$ cat config.mk
export PLATFORM = sky130hd
export DESIGN_NAME = adc_channel_sweep_scheduler_top
export DESIGN_NICKNAME = d
export VERILOG_FILES = /design/src/hdl/acss_pkg.sv /design/src/hdl/adc_channel_sweep_scheduler_top.sv
export VERILOG_INCLUDE_DIRS = /design/src /design/src/hdl
export SDC_FILE = /design/constraint.sdc
export NUM_CORES = 1
export LEC_CHECK = 0
export BUFFER_PORTS_ARGS = -buffer_cell sky130_fd_sc_hd__buf_2
export CAP_MARGIN = 20
export CELL_PAD_IN_SITES_DETAIL_PLACEMENT = 1
export CELL_PAD_IN_SITES_GLOBAL_PLACEMENT = 2
export CORE_MARGIN = 3
export CORE_UTILIZATION = 25
export CTS_CLUSTER_DIAMETER = 80
export DETAILED_ROUTE_END_ITERATION = 6
export MAX_ROUTING_LAYER = met4
export PLACE_DENSITY_LB_ADDON = 0.1
export SLEW_MARGIN = 0
export SYNTH_ARGS = -nofsm -noshare
export SYNTH_HDL_FRONTEND = slang
export SYNTH_SLANG_ARGS = --single-unit
$ cat constraint.sdc
create_clock -name clk_i -period 8.3 [get_ports clk_i]
set_input_delay 0 -clock clk_i [delete_from_list [all_inputs] [get_ports clk_i]]
set_output_delay 0 -clock clk_i [all_outputs]
set_load 0.02 [all_outputs]
$ cat src/hdl/assert_macros.svh
// Assertion macros used by the RTL top level
`ifndef ASSERT_MACROS_SVH
`define ASSERT_MACROS_SVH
`ifndef SYNTHESIS
`define ACSS_ASSERT(lbl, prop, msg) \
  lbl: assert property (@(posedge clk_i) disable iff (!rst_ni) (prop)) else $error(msg);
`define ACSS_ASSERT_IMPL(lbl, ante, cons, msg) \
  lbl: assert property (@(posedge clk_i) disable iff (!rst_ni) (ante) |-> (cons)) \
    else $error(msg);
`define ACSS_ASSERT_NEXT(lbl, ante, cons, msg) \
  lbl: assert property (@(posedge clk_i) disable iff (!rst_ni) (ante) |=> (cons)) \
    else $error(msg);
`else
`define ACSS_ASSERT(lbl, prop, msg)
`define ACSS_ASSERT_IMPL(lbl, ante, cons, msg)
`define ACSS_ASSERT_NEXT(lbl, ante, cons, msg)
`endif
`endif

$ cat src/hdl/acss_pkg.sv
// Types and constants of the converter channel sweep scheduler
`timescale 1ns / 1ps
package acss_pkg;
  localparam int unsigned CHANNELS   = 4;
  localparam int unsigned CH_W       = 2;
  localparam int unsigned CNT_W      = 8;
  localparam int unsigned VAL_W      = 16;
  localparam int unsigned SHIFT_W    = 3;
  localparam int unsigned OUT_DATA_W = 24;
  localparam int unsigned ADDR_W     = 3;

  localparam logic [CH_W-1:0]    LAST_CH      = CH_W'(CHANNELS - 1);
  localparam logic [CNT_W-1:0]   RETRY_RESET  = CNT_W'(10);
  localparam logic [SHIFT_W-1:0] SHIFT_RESET  = '0;

  // register index, taken from paddr[2]
  typedef enum logic {
    REG_RESULT_SHIFT = 1'b0,
    REG_RETRY_RELOAD = 1'b1
  } reg_idx_e;

  typedef enum logic [2:0] {
    ST_IDLE,
    ST_RMW,
    ST_SRD,
    ST_SOUT,
    ST_STAT
  } state_e;

  typedef struct packed {
    logic [1:0]       pad;
    logic             sweep_done;
    logic [CH_W-1:0]  start_channel;
    logic             start_conversion;
    logic [VAL_W-1:0] sample_value;
    logic [CH_W-1:0]  sample_channel;
  } out_data_t;
endpackage

$ cat src/hdl/adc_channel_sweep_scheduler_top.sv
// Top level of the converter channel sweep scheduler
// A poll's status result is registered at the output after the update and status states.
// A new poll is taken only in the idle state. A poll that completes a sweep makes four sample
// reads, each through a read and an output state; the output states wait on master stalls.
// Reset: rst_ni clears the channel pointer, the retry valid bits, the output valid bit and
// the configuration registers (shift 0, reload 10); the memories are not cleared.
`timescale 1ns / 1ps
`include "assert_macros.svh"
module adc_channel_sweep_scheduler_top (
  input  logic                            clk_i,
  input  logic                            rst_ni,
  input  logic                            s_axis_tvalid,
  output logic                            s_axis_tready,
  input  logic [acss_pkg::VAL_W-1:0]      s_axis_tdata,  // conv_value [15:0]
  input  logic                            s_axis_tuser,  // conv_ready [0]
  output logic                            m_axis_tvalid,
  input  logic                            m_axis_tready,
  // sample_channel [1:0], sample_value [17:2], start_conversion [18],
  // start_channel [20:19], sweep_done [21], zero [23:22]
  output logic [acss_pkg::OUT_DATA_W-1:0] m_axis_tdata,
  output logic                            m_axis_tuser,  // is_sample [0]
  output logic                            m_axis_tlast,
  input  logic                            psel,
  input  logic                            penable,
  input  logic                            pwrite,
  input  logic [acss_pkg::ADDR_W-1:0]     paddr,
  input  logic [31:0]                     pwdata,
  output logic [31:0]                     prdata,
  output logic                            pready
);
  import acss_pkg::*;

  logic [SHIFT_W-1:0] shift_q;
  logic [CNT_W-1:0]   reload_q;
  logic               cfg_we;

  state_e state_q, state_d;
  logic [CH_W-1:0]  cur_q, cur_d;
  logic [CH_W-1:0]  idx_q, idx_d;
  logic             ready_q, done_q, start_q, start_d;
  logic [CHANNELS-1:0] rvalid_q, rvalid_d;

  logic [CNT_W-1:0] retry_mem [CHANNELS];
  logic [VAL_W-1:0] sample_mem [CHANNELS];
  logic [CNT_W-1:0] r_rdata_q;
  logic [VAL_W-1:0] s_rdata_q;

  logic             acc, in_done;
  logic [CH_W-1:0]  nch;
  logic             r_we;
  logic [CNT_W-1:0] r_wdata, eff, dec;
  logic             out_free, out_load;
  out_data_t        out_d, out_q;
  logic             out_user_d, out_user_q, out_last_d, out_last_q, m_valid_q;

  // configuration port
  assign pready = 1'b1;
  assign cfg_we = psel && penable && pwrite && pready;
  always_comb begin
    prdata = '0;
    unique case (reg_idx_e'(paddr[2]))
      REG_RESULT_SHIFT: prdata[SHIFT_W-1:0] = shift_q;
      REG_RETRY_RELOAD: prdata[CNT_W-1:0]   = reload_q;
      default:          prdata = '0;
    endcase
  end

  always_ff @(posedge clk_i or negedge rst_ni) begin
    if (!rst_ni) begin
      shift_q  <= SHIFT_RESET;
      reload_q <= RETRY_RESET;
    end else if (cfg_we) begin
      unique case (reg_idx_e'(paddr[2]))
        REG_RESULT_SHIFT: shift_q  <= pwdata[SHIFT_W-1:0];
        REG_RETRY_RELOAD: reload_q <= pwdata[CNT_W-1:0];
        default: ;
      endcase
    end
  end

  // poll intake
  assign s_axis_tready = (state_q == ST_IDLE);
  assign acc     = s_axis_tvalid && s_axis_tready;
  assign in_done = s_axis_tuser && (cur_q == LAST_CH);
  always_comb begin
    if (!s_axis_tuser)  nch = cur_q;
    else if (in_done)   nch = '0;
    else                nch = cur_q + CH_W'(1);
  end

  // memories: sample written on intake of a ready conversion, retry counter read on intake
  always_ff @(posedge clk_i) begin
    if (acc && s_axis_tuser) sample_mem[cur_q] <= s_axis_tdata >> shift_q;
    s_rdata_q <= sample_mem[idx_q];
    if (acc) r_rdata_q <= retry_mem[nch];
    if (r_we) retry_mem[cur_q] <= r_wdata;
  end

  // counter update: an entry without its valid bit, or any entry after a completed sweep, reads as zero
  assign eff = (rvalid_q[cur_q] && !done_q) ? r_rdata_q : '0;
  assign dec = (!ready_q && eff != '0) ? eff - CNT_W'(1) : eff;

  assign out_free = !m_valid_q || m_axis_tready;

  always_comb begin
    state_d    = state_q;
    cur_d      = cur_q;
    idx_d      = idx_q;
    start_d    = start_q;
    rvalid_d   = rvalid_q;
    r_we       = 1'b0;
    r_wdata    = dec;
    out_load   = 1'b0;
    out_d      = '0;
    out_user_d = 1'b0;
    out_last_d = 1'b0;
    unique case (state_q)
      ST_IDLE: begin
        if (acc) begin
          cur_d   = nch;
          state_d = ST_RMW;
        end
      end
      ST_RMW: begin
        if (done_q) rvalid_d = '0;
        if (dec == '0) begin
          r_we    = 1'b1;
          r_wdata = reload_q;
          start_d = 1'b1;
        end else begin
          r_we    = !ready_q;
          start_d = 1'b0;
        end
        if (r_we) rvalid_d[cur_q] = 1'b1;
        idx_d   = '0;
        state_d = done_q ? ST_SRD : ST_STAT;
      end
      ST_SRD: state_d = ST_SOUT;
      ST_SOUT: begin
        if (out_free) begin
          out_load             = 1'b1;
          out_user_d           = 1'b1;
          out_d.sample_channel = idx_q;
          out_d.sample_value   = s_rdata_q;
          out_d.sweep_done     = 1'b1;
          if (idx_q == LAST_CH) begin
            state_d = ST_STAT;
          end else begin
            idx_d   = idx_q + CH_W'(1);
            state_d = ST_SRD;
          end
        end
      end
      ST_STAT: begin
        if (out_free) begin
          out_load               = 1'b1;
          out_last_d             = 1'b1;
          out_d.start_conversion = start_q;
          out_d.start_channel    = start_q ? cur_q : '0;
          out_d.sweep_done       = done_q;
          state_d                = ST_IDLE;
        end
      end
      default: state_d = ST_IDLE;
    endcase
  end

  always_ff @(posedge clk_i or negedge rst_ni) begin
    if (!rst_ni) begin
      state_q  <= ST_IDLE;
      cur_q    <= '0;
      idx_q    <= '0;
      start_q  <= 1'b0;
      rvalid_q <= '0;
      ready_q  <= 1'b0;
      done_q   <= 1'b0;
    end else begin
      state_q  <= state_d;
      cur_q    <= cur_d;
      idx_q    <= idx_d;
      start_q  <= start_d;
      rvalid_q <= rvalid_d;
      if (acc) begin
        ready_q <= s_axis_tuser;
        done_q  <= in_done;
      end
    end
  end

  // output register
  always_ff @(posedge clk_i or negedge rst_ni) begin
    if (!rst_ni) begin
      m_valid_q <= 1'b0;
    end else if (out_load) begin
      m_valid_q <= 1'b1;
    end else if (m_axis_tready) begin
      m_valid_q <= 1'b0;
    end
  end

  always_ff @(posedge clk_i) begin
    if (out_load) begin
      out_q      <= out_d;
      out_user_q <= out_user_d;
      out_last_q <= out_last_d;
    end
  end

  assign m_axis_tvalid = m_valid_q;
  assign m_axis_tdata  = out_q;
  assign m_axis_tuser  = out_user_q;
  assign m_axis_tlast  = out_last_q;

  `ACSS_ASSERT_NEXT(a_acc_to_rmw, acc, state_q == ST_RMW, "accepted poll did not enter update")
  `ACSS_ASSERT_IMPL(a_sweep_reload, state_q == ST_RMW && done_q, r_we && r_wdata == reload_q,
                    "completed sweep did not reload the counter")
  `ACSS_ASSERT_IMPL(a_sample_form, m_axis_tvalid && m_axis_tuser,
                    m_axis_tdata[21] && !m_axis_tlast, "malformed sample result")
  `ACSS_ASSERT_IMPL(a_status_last, m_axis_tvalid && !m_axis_tuser, m_axis_tlast,
                    "status result without last")
endmodule
# Word-level counts from Yosys, hierarchy flattened
# Memories as Yosys holds them, arrays and structs flattened. A register that Yosys moved wholly into a read port is not among the register bits.
# Cells that the tools add are included.
[classes]
add_sub_neg = 3
n_mul = 0
n_reduce_logical = 26
n_mux = 39
bitwise_logic = 2
n_shift = 1
div = 0
order_cmp = 2
n_eq_ne = 10
[op_table]
columns = ["operator", "count"]
rows = [
  ["two-way mux 8 bit", 4],
  ["two-way mux 4 bit", 4],
  ["right shift 16 x 3 -> 16 bit", 1],
  ["two-way mux 3 bit", 5],
  ["one-hot mux 3 bit (5 select lines)", 1],
  ["two-way mux 1 bit", 14],
  ["two-way mux 2 bit", 5],
  ["AND reduction 2 bit", 5],
  ["AND reduction 3 bit", 3],
  ["logical AND 1 bit", 8],
  ["logical NOT 8 bit", 1],
  ["nonzero test 8 bit", 1],
  ["subtractor 8 x 1 -> 8 bit (second input constant)", 1],
  ["equality test 3 x 2 -> 1 bit (second input constant)", 2],
  ["!= test 2 bit (second input constant)", 3],
  ["one-hot mux 3 bit (2 select lines)", 1],
  ["two-way mux 5 bit", 1],
  ["adder 2 x 1 -> 2 bit (second input constant)", 2],
  ["equality test 2 bit (second input constant)", 2],
  ["bitwise OR 4 bit", 1],
  ["one-hot mux 2 bit (2 select lines)", 1],
  ["nonzero test 2 bit", 2],
  ["equality test 3 x 1 -> 1 bit (second input constant)", 1],
  ["equality test 3 bit (second input constant)", 1],
  ["other kinds (11)", 13],
]
[word_totals]
rom_bits = 0
latchBits = 0
memories = 2
ram_bits = 96
word_cells = 102
inputBits = 59
regBits = 50
out_inout_bits = 61
[mem_list]
columns = ["memory", "words", "word_bits", "read_ports", "rd_ports_with_merged_regs", "write_ports", "line", "source"]
rows = [
  ["sample_mem", 4, 16, 1, 1, 1, "adc_channel_sweep_scheduler_top.sv:44", "logic [VAL_W-1:0] sample_mem [CHANNELS];"],
  ["retry_mem", 4, 8, 1, 1, 1, "adc_channel_sweep_scheduler_top.sv:43", "logic [CNT_W-1:0] retry_mem [CHANNELS];"],
]

# Depth between registers and ports, before layout
# Gate-level depths: netlist of the first run.
[depth]
ltp_word = 13
depth_mapped = 12
depth_no_buf = 10

# Worst setup path before layout of the first run
# No wires, ideal clock.
[synth_timing]
path_kind = "register to register"
startpoint = "register cur_q[0]"
endpoint = "memory retry_mem[0][0] (enable)"
setup_slack_ns = 4.908
path_buffers = 2
period_less_slack_ns = 3.392
arrival_time_ns = 3.022
required_time_ns = 7.930
stages_incl_launch_ff = 13
path_cell_list = "dfrtp_1 -> buf_2 -> mux2i_1 -> o22ai_2 -> buf_4 -> nand2_1 -> ha_1 -> or4b_1 -> a32o_1 -> o21ai_2 -> o2111a_4 -> a32oi_4 -> nor2_1"
[synth_via]
elab_chain_len = 13
word_cells_on_any_way = 14
classes_between = "add/sub: 1; mux: 9; reduce/logical: 4"
[synth_lines]
columns = ["element", "line", "source"]
rows = [
  ["from (decl)", "adc_channel_sweep_scheduler_top.sv:38", "logic [CH_W-1:0] cur_q, cur_d;"],
  ["from (signal assigned)", "adc_channel_sweep_scheduler_top.sv:179", "cur_q <= cur_d;"],
  ["branches (longest 13 deep; another with subtractor 8 x 1 -> 8 bit)", "n/a", ""],
  ["to (decl)", "adc_channel_sweep_scheduler_top.sv:43", ""],
]
# Parallel ways; which one is timed is not known. The select of a mux whose other input is x is not followed.

# Worst setup path after layout of the first run
[layout_timing]
startpoint = "register done_q"
endpoint = "memory retry_mem[2][3] (enable)"
[layout_via]
elab_chain_len = 12
word_cells_on_any_way = 13
classes_between = "add/sub: 1; mux: 7; reduce/logical: 5"
[layout_lines]
columns = ["element", "line", "source"]
rows = [
  ["from (decl)", "adc_channel_sweep_scheduler_top.sv:40", "logic ready_q, done_q, start_q, start_d;"],
  ["from (signal assigned)", "adc_channel_sweep_scheduler_top.sv:185", "done_q <= in_done;"],
  ["logical NOT 1 bit (*)", "adc_channel_sweep_scheduler_top.sv:100", "assign eff = (rvalid_q[cur_q] && !done_q) ? r_rdata_q : '0;"],
  ["logical AND 1 bit (*)", "adc_channel_sweep_scheduler_top.sv:100", ""],
  ["two-way mux 8 bit (*)", "adc_channel_sweep_scheduler_top.sv:100", ""],
  ["branches (longest 2 deep; another with subtractor 8 x 1 -> 8 bit)", "n/a", ""],
  ["two-way mux 8 bit (*)", "adc_channel_sweep_scheduler_top.sv:101", "assign dec = (!ready_q && eff != '0) ? eff - CNT_W'(1) : eff;"],
  ["logical NOT 8 bit (*)", "adc_channel_sweep_scheduler_top.sv:126", "if (dec == '0) begin"],
  ["two-way mux 1 bit (*)", "adc_channel_sweep_scheduler_top.sv:126", ""],
  ["two-way mux 1 bit (*) (2 in series)", "adc_channel_sweep_scheduler_top.sv:117", "unique case (state_q)"],
  ["two-way mux 1 bit (*)", "adc_channel_sweep_scheduler_top.sv:96", "if (r_we) retry_mem[cur_q] <= r_wdata;"],
  ["two-way mux 1 bit (implied by the code) (*)", "adc_channel_sweep_scheduler_top.sv:96", ""],
]
# Mark *: on every way between the ends. The select of a mux whose other input is x is not followed.

==> flow_summary.yaml, run 1 <==
global_routing:
  globalRouteOverflowTotal: 0
  grt_first_pass_wirelength_um: 27100
  grt_pass1_vias: 4709
  grt_max_degree: 27
  track_usage: 0.116
  grt_antenna_before_repair: 0
pwr:
  p_int_mw: 2.01
  p_sw_frac: 0.378
  combPwrFrac: 0.323
  p_per_area_mw_per_mm2: 364
  vdd_drop_max_v: 0.000149
  netSwitchingPower_mw: 1.22
  power_frac_seq: 0.418
  clkPwrFrac: 0.260
  leakagePower_nw: 3.27
hold_path:
  min_delay_path_depth: 3
  hp-class: "in2reg"
run:
  cap_violations: 0
route:
  wl_um: 17400
  route.vias.total: 4426
  wl_per_cell_um: 17.3
  drc_errors: 0
  antenna_left: 0
  vias_per_cell: 4.40
  firstDrtPassIters: 4
  drt_iter0_drc: 188
finish:
  fin_cells: 1006
  nets: 674
  final_cell_mix: "edfxtp_1 (128), buf_2 (66), nand2_1 (49)"
  layout-drive-gt1-share: 0.262
  area_growth_pct: 18.8
  fin_util: 0.305
  final_area_mm2: 0.00885
  final_common_cell: "edfxtp_1"
  antenna_cells: 0
logic_synthesis:
  yosysUniqueCellTypes: 66
  yosysWarnings: 0
  synthArstFlopShare: 0.153
  syn_avg_cell_area_um2: 14.0
  synth_edf_count: 128
  synth_seq_cells: 170
  netlist_instances: 533
  netlist_area_mm2: 0.00745
  ys_seq_area_frac: 0.647
  ys.flop_type: "edfxtp_1"
worst_setup_path:
  start_kind: "flop"
  cp_data_required_time_ns: 8.35
  cp.arrival_ns: 4.54
  setup.worst_path.end_class: "flop"
  path_max_fanout: 13
  critPathKind: "reg2reg"
  reg2regPathDepth: 10
clock_network:
  cts_tree: "done"
  cts.clk_slew.worst_paths_ns: 0.08
  cts_root_buf: "clkbuf_16"
  cts_buffer_depth: 2
  postCtsSetupBuffers: 0
  htree_levels: 4
  worstSkewPairLatency_ns: 0.43
  cts_made_buffers: 17
  clkSinkCount: 170
floorplan:
  core_mm2: 0.0290
  io_pins: 120
  initial_core_util: 0.257
  rows: 62
  die_h_um: 179
  dieWidth_um: 179
  die_area_mm2: 0.0319
placement:
  post-place-cells: 964
  port_buffers: 66
  hpwl_um: 12200
  routabilityCongestion: 0.762
  postPlaceCellArea_mm2: 0.00812
sta:
  clock.fmax_ghz: 0.223
  tightest_slew_ns: 1.02
  fin_skew_ns: 0.0132
  fin_setup_tns_ns: 0
  min_period_ns: 4.48
  finalHoldViolCount: 0
  setup_violations: 0
  slew_headroom: 0.308
  post-route-period-util: 0.540
  hold-worst-slack_ns: 0.00835
  rsz0062_at_grt: "no"
  drv_slew: 0
status:
  status: "finished clean"
## power groups by stage
stage	clock (mW)	sequential (mW)	combinational [mW]
floorplan	0	1.34	0.749
global placement	0	1.36	1.04
detailed placement	0	1.37	1.06
CTS	0.870	1.35	1.06
global route	0.907	1.38	1.16
finish	0.838	1.35	1.04
## final timing paths
kind / start / endpoint / slack [ns]
hold / removal: s_axis_tuser / cur_q[0]$_DFFE_PN0P_ / 0.008
hold reg to reg: rvalid_q[2]$_DFFE_PN0N_ / rvalid_q[2]$_DFFE_PN0N_ / 0.49
min in group asynchronous: rst_ni / m_axis_tvalid$_DFFE_PN0P_ / 0.16
max in group asynchronous: rst_ni / shift_q[2]$_DFFE_PN0P_ / 7.65
setup / recovery: done_q$_DFFE_PN0P_ / retry_mem[2][3]$_DFFE_PP_ / 3.82
setup reg to reg: done_q$_DFFE_PN0P_ / retry_mem[2][3]$_DFFE_PP_ / 3.82
## state kept, by name, summed over array words and instances (netlist names), 2 cells and up
register,flops
reload_q,8
r_rdata_q,8
s_rdata_q,16
rvalid_q,4
state_q,3
m_axis_tdata,22
retry_mem,32
cur_q,2
sample_mem,64
idx_q,2
shift_q,3
## Yosys cell counts, drive strengths merged, types with 4 or more instances
library cell / count / area share
edfxtp: 128 / 0.52
nand2: 49 / 0.025
buf: 33 / 0.032
and2: 29 / 0.025
o21ai: 26 / 0.020
mux2i: 25 / 0.034
dfrtp: 24 / 0.081
a21oi: 20 / 0.013
nor2: 19 / 0.0096
mux4: 17 / 0.051
clkbuf: 16 / 0.0081
dfxtp: 16 / 0.043
inv: 15 / 0.0076
mux2: 14 / 0.021
a211oi: 10 / 0.011
nor2b: 10 / 0.0084
nor3: 9 / 0.0067
ha: 6 / 0.010
a31o: 5 / 0.0059
nand3: 5 / 0.0034
o22ai: 5 / 0.0050
or2: 4 / 0.0034
## cell type report
cell class	instances	area [um^2]
timing repair buffer	81	472
clock buffer	17	425
fill	3124	20200
tap	384	480
sequential	170	4820
clock inverter	15	209
multi-input combinational	324	2390
inverter	15	56.3
## critical path: stages (launching register included)
cell and delay (ns):
dfrtp_1 0.47, or2_1 0.29, o22ai_2 0.56, nand2_1 0.20, ha_1 0.32, and2b_2 0.27
and4b_1 0.21, o21a_1 0.20, nor3_2 0.52, a32oi_4 0.31, nor2_1 0.74
## stage by stage
stage	power, mW	setup slack (ns)
finish	3.23	3.82
global route	3.45	3.48
CTS	3.29	3.69
detailed placement	2.43	3.72
global placement	2.41	3.87
floorplan	2.09	4.91
## repair_timing
item | CTS | global route
gates resized for setup | 0 | 0
hold buffers | 10 | 0
hold endpoints to repair | 36 | 0
## per-layer routing
metal	vias up	GRT usage	wire, um
met5	-	-	0
met4	0	0.0354	258
met3	24	0.0228	602
met2	97	0.185	8290
met1	2218	0.151	8270
li1	2087	-	-
## kinds of logic after synthesis
family | Yosys count | share of synthesized area
compound gates | 90 | 0.0858
xor+xnor | 1 | 0.00118
fa+ha+maj | 6 | 0.0101
buf+inv | 64 | 0.0477
flops | 170 | 0.647
mux | 56 | 0.106
other cells | 2 | 0.00101
simple gates | 144 | 0.102
(Power assumes the default switching activity.)
==> run 2: changes to the inputs <==
==> constraint.sdc (replaced) <==
create_clock -name clk_i -period 4.3 [get_ports clk_i]
set_input_delay 0 -clock clk_i [delete_from_list [all_inputs] [get_ports clk_i]]
set_output_delay 0 -clock clk_i [all_outputs]
set_load 0.02 [all_outputs]
==> run 2 against run 1 <==
Compared with the run above: utilization rose by 0.22 points; sequential cell count did not move; clock skew rose by 0.0031 ns; first-iteration DRC count fell by 13%; worst hold slack improved by 0.057 ns; clock power rose by 90%; register-to-register slack got worse by 3.0 ns; total power rose by 94%; critical path depth rose by 1; maximum frequency rose by 27%; sequential power rose by 93%; critical endpoint is now retry_mem[3][4]$_DFFE_PP_; largest cell class unchanged.
==> flow_summary.yaml, run 2 (synthesized netlist as in run 1, its figures left out) <==
sta:
  setup_ws_ns: 0.781
  fin_skew_ns: 0.0162
  clock.fmax_ghz: 0.284
  fin_setup_tns_ns: 0
  slew_headroom: 0.344
  post-route-period-util: 0.818
  tightest_slew_ns: 0.983
  finalHoldViolCount: 0
  min_period_ns: 3.52
  drv_slew: 0
  rsz0062_at_grt: "no"
  setup_violations: 0
floorplan:
  dieWidth_um: 179
  die_h_um: 179
  die_area_mm2: 0.0319
  initial_core_util: 0.257
  rows: 62
  core_mm2: 0.0290
  io_pins: 120
route:
  drt_iter0_drc: 163
  wl_um: 17300
  vias_per_cell: 4.34
  drc_errors: 0
  antenna_left: 0
  wl_per_cell_um: 17.1
  firstDrtPassIters: 4
  route.vias.total: 4401
placement:
  routabilityCongestion: 0.822
  dp_worst_setup_slack_ns: 0.757
  port_buffers: 66
  postPlaceCellArea_mm2: 0.00818
  hpwl_um: 12200
finish:
  final_common_cell: "edfxtp_1"
  largest_reg_flops: 64
  final_cell_mix: "edfxtp_1 (128), buf_2 (66), nand2_1 (49)"
  area_growth_pct: 19.7
  antenna_cells: 0
  top_register: "sample_mem"
  layout-drive-gt1-share: 0.270
  final_area_mm2: 0.00892
  nets: 682
status:
  status: "finished clean"
pwr:
  leakagePower_nw: 3.31
  p_int_mw: 3.90
  p_per_area_mw_per_mm2: 701
  power_frac_seq: 0.416
  clkPwrFrac: 0.255
  vdd_drop_max_v: 0.000269
  p_sw_frac: 0.376
  total_power_mw: 6.25
  netSwitchingPower_mw: 2.35
  combPwrFrac: 0.329
global_routing:
  globalRouteOverflowTotal: 0
  grt_pass1_vias: 4722
  grt_first_pass_wirelength_um: 27300
  grt_max_degree: 27
  grt_antenna_before_repair: 0
  track_usage: 0.117
worst_setup_path:
  start_kind: "flop"
  critPathKind: "reg2reg"
  cp.arrival_ns: 3.65
  cp_data_required_time_ns: 4.43
  path_max_fanout: 9
  setup.worst_path.end_class: "flop"
hold_path:
  hp-class: "in2reg"
clock_network:
  clkSinkCount: 170
  cts_made_buffers: 17
  post_cts_resized: 0
  htree_levels: 4
  cts_root_buf: "clkbuf_16"
  cts_tree: "done"
  worstSkewPairLatency_ns: 0.43
  cts_buffer_depth: 2
  cts.clk_slew.worst_paths_ns: 0.08
run:
  cap_violations: 0
==> run 2: changes by cell type in the layout (fill, tap and decap cells not counted), sizes merged <==
| cell | change |
|---|---|
| clkinv | +1 |
| buf | +8 |
| inv | -1 |
==> run 2: through the flow <==
stage,cells,util,hold slack [ns]
CTS,1014,0.307,0.0513
floorplan,558,-,-0.296
finish,1014,0.307,0.0656
global route,1014,0.307,0.0750
detailed placement,972,0.282,0.0973
global placement,972,0.282,0.0834
==> run 2: final cells by class <==
type                       instances  area (um^2)
clock inverter                    15          211
fill                            3148        20100
multi-input combinational        324         2400
clock buffer                      17          425
timing repair buffer              89          528
tap                              384          480
sequential                       170         4820
inverter                          15         56.3
==> run 2: path summary, 6_finish.rpt <==
kind	slack, ns	endpoint	startpoint	cells past startpoint
min in group asynchronous	0.16	m_axis_tvalid$_DFFE_PN0P_	rst_ni	2
setup reg to reg	0.78	retry_mem[3][4]$_DFFE_PP_	cur_q[0]$_DFFE_PN0P_	11
setup / recovery	0.78	retry_mem[3][4]$_DFFE_PP_	cur_q[0]$_DFFE_PN0P_	11
hold / removal	0.07	shift_q[1]$_DFFE_PN0P_	penable	3
max in group asynchronous	3.68	reload_q[7]$_DFFE_PN0P_	rst_ni	2
hold reg to reg	0.48	rvalid_q[2]$_DFFE_PN0N_	rvalid_q[2]$_DFFE_PN0N_	2
==> run 2: critical path: stages, from the launching register on <==
cell      delay (ns)
dfrtp_1         0.57
mux2i_1         0.32
o22ai_2         0.14
nand2_1         0.14
ha_1            0.31
or4b_1          0.47
a32o_1          0.24
o21ai_2         0.17
o2111a_4        0.30
a32oi_4         0.19
nor2_1          0.16
buf_4           0.20
==> run 2: what timing repair did <==
action,4_1_cts,5_1_grt
hold buffers,10,0
setup buffers,0,0
endpoints found under the hold margin,36,0
==> run 2: power groups by stage <==
stage	Clock, mW	Combinational [mW]	Sequential [mW]
floorplan	0	1.45	2.58
global route	1.73	2.30	2.66
CTS	1.65	2.11	2.61
detailed placement	0	2.09	2.65
finish	1.59	2.06	2.60
global placement	0	2.07	2.63
==> run 2: routing by layer <==
layer	GRT usage	vias to the layer above	share of wire
met1	0.148	2189	0.47
met2	0.188	93	0.48
met3	0.0268	14	0.040
li1	-	2105	-
met4	0.0367	0	0.015
met5	-	-	0
